--- config.mk ---
export PLATFORM = sky130hd
export DESIGN_NAME = ultrasonic_echo_ranger_top
export DESIGN_NICKNAME = d
export VERILOG_FILES = /design/src/rtl/uer_pkg.sv /design/src/rtl/ultrasonic_echo_ranger_top.sv
export VERILOG_INCLUDE_DIRS = /design/src /design/src/rtl
export SDC_FILE = /design/constraint.sdc
export NUM_CORES = 1
export LEC_CHECK = 0
export BUFFER_PORTS_ARGS = -buffer_cell sky130_fd_sc_hd__buf_2
export CORE_MARGIN = 3
export CORE_UTILIZATION = 41
export CTS_BUF_LIST = sky130_fd_sc_hd__clkbuf_16
export DETAILED_ROUTE_END_ITERATION = 7
export GPL_TIMING_DRIVEN = 1
export PLACE_DENSITY = 0.67
export SYNTH_ARGS = -nofsm -noshare
export SYNTH_HDL_FRONTEND = slang
export SYNTH_SLANG_ARGS = --single-unit
--- constraint.sdc ---
create_clock -name clk -period 10.7 [get_ports clk]
set_input_delay 0.535 -clock clk [delete_from_list [all_inputs] [get_ports clk]]
set_output_delay 0.535 -clock clk [all_outputs]
set_load 0.02 [all_outputs]
--- src/rtl/assert_macros.svh ---
// assertion helpers included by the rtl top
`ifndef ASSERT_MACROS_SVH
`define ASSERT_MACROS_SVH

// clocked check, masked while reset is active
`define ASSERT_CLK(lbl, prop, msg) \
    lbl: assert property (@(posedge clk) disable iff (!rst_n) prop) else $error(msg);

// clocked check that also holds during reset
`define ASSERT_ALWAYS(lbl, prop, msg) \
    lbl: assert property (@(posedge clk) prop) else $error(msg);

`endif

--- src/rtl/uer_pkg.sv ---
package uer_pkg;

    // measurement phases
    typedef enum logic [1:0] {
        PH_TRIGGER = 2'd0,
        PH_WAIT    = 2'd1,
        PH_PAUSE   = 2'd2
    } phase_t;

    // configuration register indexes
    localparam logic [1:0] REG_TRIGGER  = 2'd0;
    localparam logic [1:0] REG_TIMEOUT  = 2'd1;
    localparam logic [1:0] REG_INTERVAL = 2'd2;
    localparam logic [1:0] REG_SCALE    = 2'd3;

    // configuration reset values
    localparam logic [7:0]  TRIGGER_RESET  = 8'd4;
    localparam logic [19:0] TIMEOUT_RESET  = 20'd18750;
    localparam logic [19:0] INTERVAL_RESET = 20'd112500;
    localparam logic [15:0] SCALE_RESET    = 16'd2997;

    localparam int COUNT_BITS = 20;
    localparam int OUT_BYTES_BITS = 40;

    // one result item, first field in the highest bits
    typedef struct packed {
        logic [15:0] distance_cm;
        logic [15:0] width_ticks;
        logic        timed_out;
        logic        measure_done;
        logic        trigger_level;
    } result_t;

endpackage

--- src/rtl/ultrasonic_echo_ranger_top.sv ---
// channel   direction  payload
// s_*       in         tdata[0] echo_level, tdata[7:1] zero
// m_*       out        tdata: trigger_level, measure_done, timed_out, width_ticks, distance_cm
// cfg_*     in         cfg_index register index, cfg_data write value
//
// one input tick is taken per clock while s_tready is high and yields one registered result item
// the whole tick update and the width times scale product fit between the input
// handshake and the output register
// rst_n clears phase, counters, stamps and output valids at once
// a two-entry output stage (register plus skid) lets a tick be taken while a
// result waits; s_tready drops only when both entries are full
module ultrasonic_echo_ranger_top #(
    parameter int CAPTURE_BITS    = 16,
    parameter int SCALE_FRAC_BITS = 16
) (
    input  logic                      clk,
    input  logic                      rst_n,
    input  logic                      s_tvalid,
    output logic                      s_tready,
    input  logic [7:0]                s_tdata,   // [0] echo_level
    output logic                      m_tvalid,
    input  logic                      m_tready,
    // [0] trigger_level, [1] measure_done, [2] timed_out,
    // [18:3] width_ticks, [34:19] distance_cm
    output logic [uer_pkg::OUT_BYTES_BITS-1:0] m_tdata,
    input  logic                      cfg_valid,
    output logic                      cfg_ready,
    input  logic [1:0]                cfg_index,
    input  logic [19:0]               cfg_data
);
    import uer_pkg::*;

    `include "assert_macros.svh"

    localparam logic [32:0] ROUND_HALF = 33'(1) << (SCALE_FRAC_BITS - 1);

    // configuration registers
    logic [7:0]  trigger_reg;
    logic [19:0] timeout_reg;
    logic [19:0] interval_reg;
    logic [15:0] scale_reg;

    // ranging state
    phase_t                  phase_reg, phase_next;
    logic [COUNT_BITS-1:0]   phase_count_reg, phase_count_next;
    logic [CAPTURE_BITS-1:0] cap_count_reg;
    logic [CAPTURE_BITS-1:0] rise_stamp_reg, rise_stamp_next;
    logic                    awaiting_reg, awaiting_next;
    logic                    last_echo_reg;

    // output stage
    result_t out_reg, skid_reg, res_next;
    logic    out_valid_reg, skid_valid_reg;

    logic                    in_take, out_take;
    logic                    echo, rise, fall;
    logic [COUNT_BITS-1:0]   count_inc;
    logic [CAPTURE_BITS-1:0] diff;
    logic [31:0]             diff_wide;
    logic [15:0]             width_sat;
    logic [31:0]             product;
    logic [32:0]             rounded;
    logic [32:0]             dist_full;
    logic [15:0]             dist_sat;

    // check terms
    logic out_plain, out_both_flags, out_fields_clear, stall_into_skid;

    assign cfg_ready = 1'b1;
    assign s_tready  = !skid_valid_reg;
    assign in_take   = s_tvalid && s_tready;
    assign m_tvalid  = out_valid_reg;
    assign out_take  = out_valid_reg && m_tready;
    assign m_tdata   = OUT_BYTES_BITS'(out_reg);

    // configuration writes
    always_ff @(posedge clk or negedge rst_n)
    begin
        if (!rst_n)
        begin
            trigger_reg  <= TRIGGER_RESET;
            timeout_reg  <= TIMEOUT_RESET;
            interval_reg <= INTERVAL_RESET;
            scale_reg    <= SCALE_RESET;
        end
        else if (cfg_valid && cfg_ready)
        begin
            case (cfg_index)
                REG_TRIGGER:  trigger_reg  <= cfg_data[7:0];
                REG_TIMEOUT:  timeout_reg  <= cfg_data;
                REG_INTERVAL: interval_reg <= cfg_data;
                REG_SCALE:    scale_reg    <= cfg_data[15:0];
                default:      trigger_reg  <= trigger_reg;
            endcase
        end
    end

    // edge detect and echo width arithmetic
    assign echo      = s_tdata[0];
    assign rise      = echo && !last_echo_reg;
    assign fall      = !echo && last_echo_reg;
    assign count_inc = phase_count_reg + COUNT_BITS'(1);
    assign diff      = cap_count_reg - rise_stamp_reg;
    assign diff_wide = 32'(diff);
    assign width_sat = (|diff_wide[31:16]) ? 16'hFFFF : diff_wide[15:0];
    assign product   = 32'(width_sat) * 32'(scale_reg);
    assign rounded   = {1'b0, product} + ROUND_HALF;
    assign dist_full = rounded >> SCALE_FRAC_BITS;
    assign dist_sat  = (|dist_full[32:16]) ? 16'hFFFF : dist_full[15:0];

    // phase sequencing for one tick
    always_comb
    begin
        phase_next       = phase_reg;
        phase_count_next = phase_count_reg;
        rise_stamp_next  = rise_stamp_reg;
        awaiting_next    = awaiting_reg;
        res_next         = '0;
        case (phase_reg)
            PH_WAIT:
            begin
                if (rise && !awaiting_reg)
                begin
                    rise_stamp_next = cap_count_reg;
                    awaiting_next   = 1'b1;
                end
                else if (fall && awaiting_reg)
                begin
                    res_next.measure_done = 1'b1;
                    res_next.width_ticks  = width_sat;
                    res_next.distance_cm  = dist_sat;
                    awaiting_next         = 1'b0;
                end
                if (res_next.measure_done)
                begin
                    phase_next       = PH_PAUSE;
                    phase_count_next = '0;
                end
                else
                begin
                    phase_count_next = count_inc;
                    if (count_inc >= timeout_reg || count_inc == '0)
                    begin
                        res_next.timed_out = 1'b1;
                        phase_next         = PH_PAUSE;
                        phase_count_next   = '0;
                    end
                end
            end
            PH_PAUSE:
            begin
                phase_count_next = count_inc;
                if (count_inc >= interval_reg || count_inc == '0)
                begin
                    phase_next       = PH_TRIGGER;
                    phase_count_next = '0;
                end
            end
            default:
            begin
                phase_next = PH_TRIGGER;
                if (phase_count_reg == '0)
                begin
                    awaiting_next   = 1'b0;
                    rise_stamp_next = '0;
                end
                res_next.trigger_level = 1'b1;
                phase_count_next       = count_inc;
                if (count_inc >= COUNT_BITS'(trigger_reg) || count_inc == '0)
                begin
                    phase_next       = PH_WAIT;
                    phase_count_next = '0;
                end
            end
        endcase
    end

    // state update on each accepted tick
    always_ff @(posedge clk or negedge rst_n)
    begin
        if (!rst_n)
        begin
            phase_reg       <= PH_TRIGGER;
            phase_count_reg <= '0;
            cap_count_reg   <= '0;
            rise_stamp_reg  <= '0;
            awaiting_reg    <= 1'b0;
            last_echo_reg   <= 1'b0;
        end
        else if (in_take)
        begin
            phase_reg       <= phase_next;
            phase_count_reg <= phase_count_next;
            cap_count_reg   <= cap_count_reg + CAPTURE_BITS'(1);
            rise_stamp_reg  <= rise_stamp_next;
            awaiting_reg    <= awaiting_next;
            last_echo_reg   <= echo;
        end
    end

    // output register and skid entry valids
    always_ff @(posedge clk or negedge rst_n)
    begin
        if (!rst_n)
        begin
            out_valid_reg  <= 1'b0;
            skid_valid_reg <= 1'b0;
        end
        else if (skid_valid_reg)
        begin
            if (out_take)
            begin
                skid_valid_reg <= 1'b0;
            end
        end
        else if (in_take)
        begin
            if (!out_valid_reg || out_take)
            begin
                out_valid_reg <= 1'b1;
            end
            else
            begin
                skid_valid_reg <= 1'b1;
            end
        end
        else if (out_take)
        begin
            out_valid_reg <= 1'b0;
        end
    end

    // output register and skid entry payload
    always_ff @(posedge clk)
    begin
        if (skid_valid_reg)
        begin
            if (out_take)
            begin
                out_reg <= skid_reg;
            end
        end
        else if (in_take)
        begin
            if (!out_valid_reg || out_take)
            begin
                out_reg <= res_next;
            end
            else
            begin
                skid_reg <= res_next;
            end
        end
    end

    // checks
    assign out_plain        = out_valid_reg && !out_reg.measure_done;
    assign out_both_flags   = out_reg.measure_done && out_reg.timed_out;
    assign out_fields_clear = (out_reg.width_ticks == 16'd0) && (out_reg.distance_cm == 16'd0);
    assign stall_into_skid  = in_take && out_valid_reg && !m_tready && !skid_valid_reg;

    `ASSERT_ALWAYS(a_skid_needs_out, (skid_valid_reg |-> out_valid_reg), "skid without output")
    `ASSERT_CLK(a_done_xor_timeout, out_valid_reg |-> !out_both_flags, "done with timeout")
    `ASSERT_CLK(a_width_only_done, out_plain |-> out_fields_clear, "width without completion")
    `ASSERT_CLK(a_stall_fills_skid, stall_into_skid |=> skid_valid_reg, "stalled item lost")

endmodule

# Word level (Yosys, flattened, before mapping)
# Cells that the tools add are included.
[word_totals]
ff_bits = 192
[op_classes]
bitwise = 3
magnitude_cmp = 3
muxes = 38
n_eq_ne = 11
reduce_logical = 33
addsub = 4
multipliers = 1
[op_table]
columns = ["op", "n"]
rows = [
  ["35-bit two-way mux", 4],
  ["20-bit two-way mux", 4],
  ["32-bit two-way mux", 2],
  ["16-bit two-way mux", 3],
  ["20-bit >= comparator", 2],
  ["20-bit logical NOT", 2],
  ["20-bit case mux with 2 select lines", 1],
  ["34-bit two-way mux", 1],
  ["32-bit by 16-bit adder with 33-bit output, second input constant", 1],
  ["16-bit by 16-bit multiplier with 32-bit output", 1],
  ["16-bit case mux with 2 select lines", 1],
  ["20-bit by 1-bit adder with 20-bit output, second input constant", 1],
  ["20-bit by 8-bit >= comparator with 1-bit output", 1],
  ["1-bit two-way mux", 17],
  ["16-bit by 1-bit adder with 16-bit output, second input constant", 1],
  ["16-bit subtractor", 1],
  ["3-bit AND reduction", 4],
  ["2-bit AND reduction", 4],
  ["4-bit AND reduction", 2],
  ["2-bit nonzero test", 4],
  ["2-bit == test, second input constant", 3],
  ["1-bit logical AND", 6],
  ["2-bit two-way mux", 3],
  ["1-bit logical NOT", 5],
  ["other kinds (11)", 19],
]

# Logic depth before layout (Yosys ltp)
[depth]
ltp_word = 11
ltp_mapped = 33

# Least setup slack after synthesis
# No wires, ideal clock.
[synth_path]
path_type = "flip-flop to flip-flop"
start = "register cap_count_reg[1]"
end = "register out_reg, in the netlist m_tdata[34] (data pin)"
t_arrival_ns = 7.702
setup_slack_ns = 2.742
n_path_buf = 1
required_time_ns = 10.444
synth_period_minus_slack_ns = 7.958
path_stages_with_launch = 31
path_cell_list = "dfrtp_1 ha_1 nor2b_4 o31a_2 o221a_4 o41ai_4 nor2_2 or3_1 a21oi_2 xnor2_2 buf_6 nand2_2 fa_1 fa_1 fa_1 inv_1 fa_1 fa_1 inv_1 fa_1 inv_1 ha_1 a21oi_1 o21ai_0 or2_2 a31oi_1 o21ai_1 a41oi_1 xor2_1 nand2b_1 a22o_1"
[synth_between]
elab_chain_len = 10
[synth_lines]
columns = ["item", "line_no", "rtl"]
rows = [
  ["from (decl)", "ultrasonic_echo_ranger_top.sv:46", "logic [CAPTURE_BITS-1:0] cap_count_reg;"],
  ["from (signal assigned)", "ultrasonic_echo_ranger_top.sv:194", "cap_count_reg <= cap_count_reg + CAPTURE_BITS'(1);"],
  ["16-bit subtractor", "ultrasonic_echo_ranger_top.sv:103", "assign diff = cap_count_reg - rise_stamp_reg;"],
  ["16-bit by 16-bit multiplier with 32-bit output", "ultrasonic_echo_ranger_top.sv:106", "assign product = 32'(width_sat) * 32'(scale_reg);"],
  ["32-bit by 16-bit adder with 33-bit output", "ultrasonic_echo_ranger_top.sv:107", "assign rounded = {1'b0, product} + ROUND_HALF;"],
  ["16-bit two-way mux", "ultrasonic_echo_ranger_top.sv:109", "assign dist_sat = (|dist_full[32:16]) ? 16'hFFFF : dist_full[15:0];"],
  ["32-bit two-way mux", "ultrasonic_echo_ranger_top.sv:127", "else if (fall && awaiting_reg)"],
  ["32-bit two-way mux", "ultrasonic_echo_ranger_top.sv:122", "if (rise && !awaiting_reg)"],
  ["34-bit two-way mux", "ultrasonic_echo_ranger_top.sv:119", "case (phase_reg)"],
  ["35-bit two-way mux", "ultrasonic_echo_ranger_top.sv:245", "if (!out_valid_reg || out_take)"],
  ["35-bit two-way mux", "ultrasonic_echo_ranger_top.sv:243", "else if (in_take)"],
  ["35-bit two-way mux", "ultrasonic_echo_ranger_top.sv:236", "if (skid_valid_reg)"],
  ["to (signal assigned)", "ultrasonic_echo_ranger_top.sv:240", "out_reg <= skid_reg;"],
  ["to (signal assigned)", "ultrasonic_echo_ranger_top.sv:247", "out_reg <= res_next;"],
  ["to (decl)", "ultrasonic_echo_ranger_top.sv:52", "result_t out_reg, skid_reg, res_next;"],
]
# Every way passes these cells. The select of a mux whose other input is x is not followed.
# A chain may end at the register's enable or synchronous reset.

# Worst setup path after layout
[layout_path]
start = "register rise_stamp_reg[1]"
end = "register out_reg, in the netlist m_tdata[34] (data pin)"
[layout_between]
elab_chain_len = 10
[layout_lines]
columns = ["item", "line_no", "rtl"]
rows = [
  ["from (decl)", "ultrasonic_echo_ranger_top.sv:47", "logic [CAPTURE_BITS-1:0] rise_stamp_reg, rise_stamp_next;"],
  ["from (signal assigned)", "ultrasonic_echo_ranger_top.sv:195", "rise_stamp_reg <= rise_stamp_next;"],
  ["16-bit subtractor", "ultrasonic_echo_ranger_top.sv:103", ""],
  ["16-bit by 16-bit multiplier with 32-bit output", "ultrasonic_echo_ranger_top.sv:106", ""],
  ["32-bit by 16-bit adder with 33-bit output", "ultrasonic_echo_ranger_top.sv:107", ""],
  ["16-bit two-way mux", "ultrasonic_echo_ranger_top.sv:109", ""],
  ["32-bit two-way mux", "ultrasonic_echo_ranger_top.sv:127", ""],
  ["32-bit two-way mux", "ultrasonic_echo_ranger_top.sv:122", ""],
  ["34-bit two-way mux", "ultrasonic_echo_ranger_top.sv:119", ""],
  ["35-bit two-way mux", "ultrasonic_echo_ranger_top.sv:245", ""],
  ["35-bit two-way mux", "ultrasonic_echo_ranger_top.sv:243", ""],
  ["35-bit two-way mux", "ultrasonic_echo_ranger_top.sv:236", ""],
]
# Every way passes these cells. The select of a mux whose other input is x is not followed.

==> flow_metrics.tcl <==
set metrics [dict create \
    hold_viol 0 \
    status "completed" \
    final_layout_size_suffix_gt1_frac 0.137 \
    ys_ff_latch 192 \
    wl_um 41700 \
    r2r-start "rise_stamp_reg[1]$_DFFE_PN0P_" \
    crit_fanout 18 \
    reg2reg_depth 32 \
    worstSetupStartpoint "rise_stamp_reg[1]$_DFFE_PN0P_" \
    min_period_ns 8.84 \
    synth_area_um2 18800 \
    antenna_cells 0 \
    dp_cells 2479 \
    synth-seq-area-share 0.277 \
    io_pins 78 \
    fillers 4269 \
    clk_path_buf_depth 2 \
    synth_edf_count 70 \
    drt-initial-drc-count 738 \
    path_clk_slew_ns 0.07 \
    worstPathArrival_ns 9.03 \
    highest_layer "met4" \
    r2r_end "m_tdata[34]$_DFFE_PP_" \
    fin_nets 2322 \
    fmax_ghz 0.113 \
    rrSetupSlack_ns 1.86 \
    clk_latency_ns 0.44 \
    hold_buffers 0 \
    stdcell_count 2511 \
    ys.flop_type "dfrtp_1" \
    drtPass1Iterations 6 \
    die_w_um 220 \
    antenna_found_initial 0 \
    gp_congestion 0.869 \
    setup_viol 0 \
    grt_max_degree 72 \
    synth.distinct_cells 81 \
    core-area_um2 44700 \
    slew_headroom 0.256 \
    maxCapViolCount 0 \
    ant_nets 0 \
    synth_area_per_cell_um2 10.0 \
    multiInputGateArea_um2 11900 \
    async_reset_ff_frac 0.635 \
    cts_sinks 192 \
    overflow 0 \
    start_util 0.420 \
    wl_met1_um 18500 \
    final-seq-area_um2 5190 \
    root_buffer "clkbuf_16" \
    cpMostUsedCell "fa_1" \
    worst_pin_slew_ns 1.11 \
    slew_viol_final 0 \
    numCtsBuffers 17 \
    critPathRequiredTime_ns 10.89 \
    grt_pass1_vias 13800 \
    setup_tns_ns 0 \
    io_buffers 64 \
    routed-wl-met3_um 1510 \
    htreeDepth 4 \
    drc 0 \
    vias_per_cell 5.15 \
    wl_met2_um 20100 \
    endpoint "m_tdata[34]$_DFFE_PP_" \
    yosys_warnings 0 \
    grt_usage 0.181 \
    netlist_instances 1869 \
    vias 12900 \
    hold_ws_ns 0.116 \
    startpoint_type "flip-flop" \
    slowest_delay_ns 0.54 \
    rsz0062_at_grt "false" \
    wl_per_cell_um 16.6 \
    die_h_um 220 \
    criticalPathCategory "reg2reg" \
    crit_slowest_cell "fa_1" \
    cts_resized 0 \
    cts_tree "done" \
    area_growth_pct 7.81 \
    rows 77 \
    end_kind "flip-flop" \
    hold_path.class "in2async" \
    die_area_um2 48400 \
    cts_setup_buffers 0 \
    timing.final.crit_share 0.826 \
    place_hpwl_um 32100 \
    grt_pass1_wl_um 69600 \
    fin_skew_ns 0.0131 \
]
cell families (layout without fill, tap and decap cells):
logic type,after synthesis,count (layout),share of synthesized area
buffers and inverters,412,458,0.0904
adders and majority gates,381,381,0.332
AOI/OAI and AO/OA,226,226,0.0843
xor gates and xnor gates,63,63,0.0298
and+or+nand+nor,519,519,0.142
DFF,192,192,0.277
muxes,74,74,0.0449
other,2,6,0.000400
layer usage:
metal  global-route usage  vias up
li1                     -     6085
met1                0.237     6514
met2                0.303      267
met3               0.0250       78
met4               0.0756        0
met5                    0        -
critical path: cells and delay by family (launching register included):
family / cells / cell delay (ns)
flops: 1 / 0.41
buf+inv: 6 / 0.59
fa+ha+maj: 8 / 3.46
simple gates: 6 / 1.22
compound gates: 10 / 2.52
xor+xnor: 2 / 0.37
cells in the mapped netlist (all sizes together) (5+ instances only):
cell type | number | share of area
o211ai | 5 | 0.0020
a31oi | 9 | 0.0038
a21oi | 58 | 0.016
xor2 | 25 | 0.012
nand2 | 197 | 0.041
a22o | 23 | 0.011
o21a | 8 | 0.0032
and2 | 133 | 0.044
nand2b | 16 | 0.0053
nor3 | 13 | 0.0037
nor4 | 11 | 0.0048
or3 | 5 | 0.0017
a21o | 17 | 0.0068
dfrtp | 94 | 0.13
a221oi | 6 | 0.0028
fa | 195 | 0.21
mux2 | 71 | 0.043
nor2 | 62 | 0.013
nand4 | 15 | 0.0057
inv | 342 | 0.068
nand3 | 23 | 0.0064
buf | 20 | 0.0074
clkbuf | 46 | 0.013
xnor2 | 38 | 0.018
nor2b | 29 | 0.010
o31ai | 5 | 0.0020
dfstp | 28 | 0.039
edfxtp | 70 | 0.11
ha | 186 | 0.12
o21ai | 59 | 0.017
a211oi | 7 | 0.0031
per-stage QoR:
step	instance area (um2)	util	setup WS [ns]
finish	20200	0.453	1.86
global route	20200	0.453	1.40
CTS	20200	0.453	1.92
detailed placement	19600	0.439	1.95
global placement	19600	0.439	2.07
floorplan	18800	-	2.74
layout by cell type, fill, tap and decap left out, drive strengths merged, types with 6 or more instances in the layout:
| cell | count |
|---|---|
| xor2 | 25 |
| o21a | 8 |
| and2 | 133 |
| a31oi | 9 |
| a221oi | 6 |
| a21o | 17 |
| mux2 | 71 |
| xnor2 | 38 |
| nand2b | 16 |
| a21oi | 58 |
| nand3 | 23 |
| nor4 | 11 |
| o21ai | 59 |
| buf | 83 |
| a211oi | 7 |
| conb | 6 |
| clkbuf | 19 |
| ha | 186 |
| dfstp | 28 |
| fa | 195 |
| nand2 | 197 |
| nor3 | 13 |
| dfrtp | 94 |
| nor2 | 62 |
| inv | 348 |
| nor2b | 29 |
| nand4 | 15 |
| a22o | 23 |
| edfxtp | 70 |
worst min-delay path by stage:
stage,startpoint,end,slack [ns]
after floorplan,rst_n,awaiting_reg$_DFFE_PN0P_,0.24
after global placement,last_echo_reg$_DFFE_PN0P_,last_echo_reg$_DFFE_PN0P_,0.47
after detailed placement,last_echo_reg$_DFFE_PN0P_,last_echo_reg$_DFFE_PN0P_,0.47
after CTS,rst_n,timeout_reg[12]$_DFFE_PN0P_,0.13
after global routing,rst_n,interval_reg[19]$_DFFE_PN0P_,0.16
final,rst_n,timeout_reg[19]$_DFFE_PN0P_,0.12
area by class of cell:
type	instances	share of cell area
well taps	592	0.0366
flip-flops and latches	192	0.257
clock inverters	13	0.00656
inverters	343	0.0636
clock buffers	19	0.0235
multi-input cells	1269	0.590
repair buffers	83	0.0230
Power is not shown: default switching activity piles up to over one toggle a cycle in this logic, so the estimate is an artifact.
